==> src/hdl/assert_macros.svh <==
// Assertion macros shared by the matcher's RTL modules.
// No dependencies; included by each module that carries assertions.
`ifndef ASSERT_MACROS_SVH
`define ASSERT_MACROS_SVH

// Same-cycle implication, disabled while reset is asserted.
`define FSLM_ASSERT_NOW(label, clk, rst_n, ante, cons, msg) \
    label: assert property (@(posedge clk) disable iff (!rst_n) (ante) |-> (cons)) \
        else $error(msg);

// Next-cycle implication, disabled while reset is asserted.
`define FSLM_ASSERT_NEXT(label, clk, rst_n, ante, cons, msg) \
    label: assert property (@(posedge clk) disable iff (!rst_n) (ante) |=> (cons)) \
        else $error(msg);

`endif

==> src/hdl/fslm_pkg.sv <==
// Package of the fixed-string line matcher: field widths, command and register codes,
// controller states, controller/datapath command and status structs, byte helpers.
// No dependencies.
package fslm_pkg;

    localparam int CMD_W      = 2;
    localparam int SLOT_W     = 3;
    localparam int POS_W      = 6;
    localparam int PLEN_W     = 7;
    localparam int BYTE_W     = 8;
    localparam int OFS_W      = 11;
    localparam int COUNT_W    = 4;
    localparam int CFG_IDX_W  = 3;
    localparam int CFG_DATA_W = 4;

    localparam logic [CMD_W-1:0] CMD_PAT_BYTE  = 2'd0;
    localparam logic [CMD_W-1:0] CMD_PAT_LEN   = 2'd1;
    localparam logic [CMD_W-1:0] CMD_LINE_BYTE = 2'd2;

    localparam logic [CFG_IDX_W-1:0] CFG_PATTERN_COUNT = 3'd0;
    localparam logic [CFG_IDX_W-1:0] CFG_IGNORE_CASE   = 3'd1;
    localparam logic [CFG_IDX_W-1:0] CFG_WORD_MATCH    = 3'd2;
    localparam logic [CFG_IDX_W-1:0] CFG_LINE_MATCH    = 3'd3;

    localparam logic [BYTE_W-1:0] CHAR_DIGIT_LO = 8'h30;
    localparam logic [BYTE_W-1:0] CHAR_DIGIT_HI = 8'h39;
    localparam logic [BYTE_W-1:0] CHAR_UPPER_LO = 8'h41;
    localparam logic [BYTE_W-1:0] CHAR_UPPER_HI = 8'h5A;
    localparam logic [BYTE_W-1:0] CHAR_LOWER_LO = 8'h61;
    localparam logic [BYTE_W-1:0] CHAR_LOWER_HI = 8'h7A;
    localparam logic [BYTE_W-1:0] UNDERSCORE    = 8'h5F;
    localparam logic [BYTE_W-1:0] CASE_OFFSET   = 8'h20;

    typedef enum logic [3:0] {
        S_IDLE,
        S_SLOT,
        S_SETUP,
        S_POS,
        S_RD,
        S_CMP,
        S_WL,
        S_WLC,
        S_WR,
        S_WRC,
        S_HIT,
        S_DONE
    } t_state;

    typedef struct packed {
        logic search_init;
        logic plen_load;
        logic slot_next;
        logic j_init;
        logic j_next;
        logic k_clear;
        logic k_next;
        logic rd_cmp;
        logic rd_left;
        logic rd_right;
        logic set_hit;
        logic out_load;
    } t_dp_cmd;

    typedef struct packed {
        logic line_last;
        logic line_mode;
        logic word_mode;
        logic slot_done;
        logic plen_zero;
        logic plen_eq_len;
        logic pos_fits;
        logic k_done;
        logic byte_eq;
        logic has_left;
        logic has_right;
        logic q_is_word;
    } t_dp_status;

    function automatic logic [BYTE_W-1:0] fold_case(input logic [BYTE_W-1:0] c,
                                                    input logic ic);
        logic [BYTE_W-1:0] r;
        r = c;
        if (ic && c >= CHAR_UPPER_LO && c <= CHAR_UPPER_HI) begin
            r = c + CASE_OFFSET;
        end
        return r;
    endfunction

    function automatic logic is_word_char(input logic [BYTE_W-1:0] c);
        return (c >= CHAR_DIGIT_LO && c <= CHAR_DIGIT_HI) ||
               (c >= CHAR_UPPER_LO && c <= CHAR_UPPER_HI) ||
               (c >= CHAR_LOWER_LO && c <= CHAR_LOWER_HI) ||
               (c == UNDERSCORE);
    endfunction

endpackage

==> src/hdl/fslm_ctrl.sv <==
// Controller of the matcher: sequences the end-of-line search over slots,
// candidate positions and pattern bytes. Depends on fslm_pkg and assert_macros.svh.
`include "assert_macros.svh"

module fslm_ctrl import fslm_pkg::*; (
    input  logic       i_clk,
    input  logic       i_rst_n,
    input  logic       i_in_accept,
    input  logic       i_out_ready,
    input  t_dp_status i_status,
    output t_dp_cmd    o_cmd,
    output logic       o_in_ready,
    output logic       o_out_valid
);

    t_state  r_state;
    t_state  n_state;
    t_dp_cmd w_cmd;
    logic    r_out_valid;
    logic    w_go;

    assign w_go = i_in_accept && i_status.line_last;

    always_ff @(posedge i_clk) begin
        if (!i_rst_n) begin
            r_state     <= S_IDLE;
            r_out_valid <= 1'b0;
        end else begin
            r_state <= n_state;
            if (w_cmd.out_load) begin
                r_out_valid <= 1'b1;
            end else if (i_out_ready) begin
                r_out_valid <= 1'b0;
            end
        end
    end

    always_comb begin
        n_state = r_state;
        unique case (r_state)
            S_IDLE: begin
                if (w_go) begin
                    n_state = S_SLOT;
                end
            end
            S_SLOT: begin
                n_state = i_status.slot_done ? S_DONE : S_SETUP;
            end
            S_SETUP: begin
                if (i_status.line_mode && !i_status.plen_eq_len) begin
                    n_state = S_SLOT;
                end else if (!i_status.line_mode && i_status.plen_zero) begin
                    n_state = S_HIT;
                end else begin
                    n_state = S_POS;
                end
            end
            S_POS: begin
                n_state = i_status.pos_fits ? S_RD : S_SLOT;
            end
            S_RD: begin
                if (i_status.k_done) begin
                    n_state = (i_status.word_mode && !i_status.line_mode) ? S_WL : S_HIT;
                end else begin
                    n_state = S_CMP;
                end
            end
            S_CMP: begin
                n_state = i_status.byte_eq ? S_RD : S_POS;
            end
            S_WL: begin
                n_state = i_status.has_left ? S_WLC : S_WR;
            end
            S_WLC: begin
                n_state = i_status.q_is_word ? S_POS : S_WR;
            end
            S_WR: begin
                n_state = i_status.has_right ? S_WRC : S_HIT;
            end
            S_WRC: begin
                n_state = i_status.q_is_word ? S_POS : S_HIT;
            end
            S_HIT: begin
                n_state = S_DONE;
            end
            S_DONE: begin
                if (!r_out_valid || i_out_ready) begin
                    n_state = S_IDLE;
                end
            end
            default: begin
                n_state = S_IDLE;
            end
        endcase
    end

    always_comb begin
        w_cmd = '0;
        unique case (r_state)
            S_IDLE: begin
                w_cmd.search_init = w_go;
            end
            S_SLOT: begin
                w_cmd.plen_load = !i_status.slot_done;
            end
            S_SETUP: begin
                w_cmd.j_init    = 1'b1;
                w_cmd.slot_next = i_status.line_mode && !i_status.plen_eq_len;
            end
            S_POS: begin
                w_cmd.k_clear   = 1'b1;
                w_cmd.slot_next = !i_status.pos_fits;
            end
            S_RD: begin
                w_cmd.rd_cmp = !i_status.k_done;
            end
            S_CMP: begin
                w_cmd.k_next = i_status.byte_eq;
                w_cmd.j_next = !i_status.byte_eq;
            end
            S_WL: begin
                w_cmd.rd_left = i_status.has_left;
            end
            S_WLC: begin
                w_cmd.j_next = i_status.q_is_word;
            end
            S_WR: begin
                w_cmd.rd_right = i_status.has_right;
            end
            S_WRC: begin
                w_cmd.j_next = i_status.q_is_word;
            end
            S_HIT: begin
                w_cmd.set_hit = 1'b1;
            end
            S_DONE: begin
                w_cmd.out_load = !r_out_valid || i_out_ready;
            end
            default: begin
                w_cmd = '0;
            end
        endcase
    end

    assign o_cmd       = w_cmd;
    assign o_in_ready  = (r_state == S_IDLE);
    assign o_out_valid = r_out_valid;

    `FSLM_ASSERT_NOW(a_no_accept_busy, i_clk, i_rst_n, r_state != S_IDLE, !i_in_accept, "request accepted during search")
    `FSLM_ASSERT_NEXT(a_go_starts, i_clk, i_rst_n, w_go, r_state == S_SLOT, "line end did not start search")
    `FSLM_ASSERT_NOW(a_result_from_done, i_clk, i_rst_n, $rose(r_out_valid), $past(r_state) == S_DONE, "result offered outside search end")

endmodule

==> config.mk <==
export PLATFORM = sky130hd
export DESIGN_NAME = fslm_ctrl
export DESIGN_NICKNAME = d
export VERILOG_FILES = /design/src/hdl/fslm_pkg.sv /design/src/hdl/fslm_ctrl.sv
export VERILOG_INCLUDE_DIRS = /design/src /design/src/hdl
export SDC_FILE = /design/constraint.sdc
export NUM_CORES = 1
export LEC_CHECK = 0
export ABC_AREA = 0
export BUFFER_PORTS_ARGS = -buffer_cell sky130_fd_sc_hd__buf_4
export CAP_MARGIN = 20
export CORE_MARGIN = 2
export CORE_UTILIZATION = 50
export DETAILED_ROUTE_END_ITERATION = 7
export PLACE_DENSITY_LB_ADDON = 0.08
export SETUP_SLACK_MARGIN = 0.05
export SYNTH_ARGS = -nofsm -noshare
export SYNTH_HDL_FRONTEND = slang
export SYNTH_SLANG_ARGS = --single-unit
==> constraint.sdc <==
create_clock -name i_clk -period 1.95 [get_ports i_clk]
set_input_delay 0.4875 -clock i_clk [delete_from_list [all_inputs] [get_ports i_clk]]
set_output_delay 0.4875 -clock i_clk [all_outputs]
set_load 0.005 [all_outputs]
==> results.md <==
- Outcome: completed
- Delay-heaviest family, CP: simple AND/OR/NAND/NOR gates
- Clk root buf: clkbuf_4
- CP bufs+invs: 2
- Synthesized net count: 107
- GRT Residual Overflow: 0
- Psw: 524 uW
- Clock Path Buffers: 2
- Max cap viols: 0
- CTS Buf Count: 3
- Area share of the largest cell type after synthesis: 14.2%
- DRC viols: 0
- DP Area: 932 um2
- Detail-routed via count per cell: 5.97
- Maximum vdd drop: 0.669 mV
- Post-Route Skew: 0.00482 ns
- Max Slew Vio Count: 0
- Pwr dens: 1140 nW/um2
- Ys flop type: dfxtp_1
- P&R area growth vs syn: 39.3%
- GRT Total Usage: 24.7%
- Die Y: 41.5 um
- Worst hold path type: in2reg
- RSZ-0062 raised after global routing: true
- TritonCTS clock tree: built
- Worst Hold Depth: 3
- CP Depth: 4
- Asr flop ratio synth: 0%
- Final setup fails: 0
- Detail Route Antenna Nets: 0
- Required @ worst endpoint: 1.46 ns
- Depth of the CTS H-tree: 1
- Slew @ Worst Pin: 0.266 ns
- Mapped Cells: 91
- CP max stage cell: dfxtp_1
- Final core occ: 75.4%
- Die Area: 1730 um2
- Nets: 145
- Routability cong.: 0.911
- Top post-synthesis cells by count: nor2_1, nand2_1, a21oi_1, o21ai_0
- Cell internal pwr: 593 uW
- Routed len/inst: 14.3 um
- Post-synthesis mux area share: 1.60%
- Clock transition at path regs: 0.04 ns
- Critical Path, Cell by Cell: buf_4, nor2_2, nor4b_1, buf_4
- Detailed placement HPWL: 1580 um
- Leak: 0.000425 uW
- First drt pass iteration count: 4
- Core area: 1300 um2
- Xor/xnor share of the synthesized area: 0%
- F_max: 547 MHz
- Initial core utilization: 54.1%
- Worst Path Arrival: 1.34 ns
- Logic gate share of total power: 71.8%
- Worst path max stage delay: 0.32 ns
- Synth unique cells: 37
- Worst R2R Path Depth: 7
- Most common cell in the netlist: nor2_1
- First-pass GRT wire length: 3240 um
- Number of global-route vias before repair: 742
- Top-Level Pins: 30
- Register area share after synthesis: 14.2%
- Hold Vio Cnt, Final: 0
- Total Routed Length: 2040 um
- Clk_lat worst skew: 0.25 ns
- PortBufs: 29
- Largest cells by area after synthesis: dfxtp_1, buf_6, a21oi_1
- Via count: 853
- Final Cycle Share: 93.8%
- Final instance area: 981 um2
- Largest family of logic cells by synthesized area: simple AND/OR/NAND/NOR gates
- Dpl cells: 138
- Synth Cell Area: 704 um2
- Largest net degree at the start of global routing: 11
- Max FO, Critical Path: 6
- Number of DRC markers in iteration 0: 26
- #FFs+latches synth: 5
- Sequential Power Share: 17.3%
- Layout cells sized above 1: 47.7%
- WS Path Type: reg2out
- Most frequent CP cell: buf_4
- Adder-Cell Fraction of Synth Area: 0%
- Post-route minimum period: 1.83 ns
- Setup_tns: 0 ns
- Clk sink count: 5
- Crit path launch type: flop
- Yosys warns: 0
- Simple-gate share of the synthesized area: 40.1%
- Slew margin rel.: 82.1%
- Die W: 41.5 um
- Compound-gate portion of the synthesized area: 27.9%
- Worst hold slack: 0.519 ns
- Initial antenna violation count: 0
- Clock power frac: 10.9%
- Sw frac: 46.9%
- Worst Setup End Kind: output pin
- Post-Synthesis Mean Instance Area: 7.74 um2
- # rows: 13
- Non-Filler Instances: 143
- N_diodes: 0
- Number of synthesized flops with an enable pin: 0
- Most area-hungry cell type in the Yosys netlist: dfxtp_1
[state kept, by name (all words and copies together), names as in the netlist]
signal	cells
r_state	4
o_out_valid	1
[repair_timing]
action	CTS	global route
setup buffers	0	1
resized for setup	3	5
endpoints found under the setup margin	6	5
pin swaps	0	2
cloned	0	0
hold buffers	0	0
[power by group through the flow]
stage	combinational, uW	sequential (uW)	clock (uW)
final	802	193	122
after CTS	763	196	126
after floorplan	593	153	0
after global routing	854	200	134
after detailed placement	759	192	0
after global placement	744	190	0
[worst reg2reg max path: cells and delay by family, from the launching register on]
family	cells	cell delay, ns
AOI/OAI and AO/OA	3	0.57
and+or+nand+nor	2	0.11
DFF	1	0.37
buffers and inverters	2	0.32
[cells in the final DEF (no fill, tap or decap), types with 2 or more instances in the layout]
cell type,n
nor4_1,3
nor2b_1,2
clkbuf_4,3
inv_2,2
buf_4,40
inv_1,4
dfxtp_1,2
nor2b_4,2
dfxtp_4,2
nor2_1,7
nand2b_1,4
a21boi_0,2
nand2_1,7
o21ai_0,6
nor3_1,4
a21oi_1,6
a31oi_1,3
a22oi_1,3
nand3_1,4
[metal layers]
metal	vias to the layer above	part of all wire, %	wire (um)	track usage (%)
li1	408	-	-	-
met1	383	40	820	29.5
met2	52	48	983	40.6
met3	10	8.8	180	5.65
met4	0	2.8	57	12.9
met5	-	0	0	0
[final timing paths]
kind,to,slack (ns),start
worst max register to register,r_state[0]$_SDFFE_PN0P_,0.45,r_state[3]$_SDFFE_PN0P_
worst min-delay path,r_state[0]$_SDFFE_PN0P_,0.52,i_rst_n
worst max-delay path,o_cmd[4],0.12,r_state[0]$_SDFFE_PN0P_
worst min register to register,o_out_valid$_SDFFE_PN0P_,0.57,o_out_valid$_SDFFE_PN0P_
[per-stage QoR]
step                setup WS (ns)  power [uW]
finish                      0.122        1120
global route               0.0212        1190
CTS                        0.0510        1090
detailed placement          0.196         951
global placement            0.179         935
floorplan                   0.389         746
[area by class of cell]
type	instances	area, um2
tap	15	18.8
clock buffer	4	26.3
inverter	6	22.5
sequential	5	109
multi-input combinational	72	493
fill	104	320
timing repair buffer	41	312
[cells by family after synthesis]
kind of cell / count (synthesis)
simple gates: 43
flops: 5
buf+inv: 14
mux: 1
compound gates: 28
No activity file was read; power rests on OpenSTA's default activity.
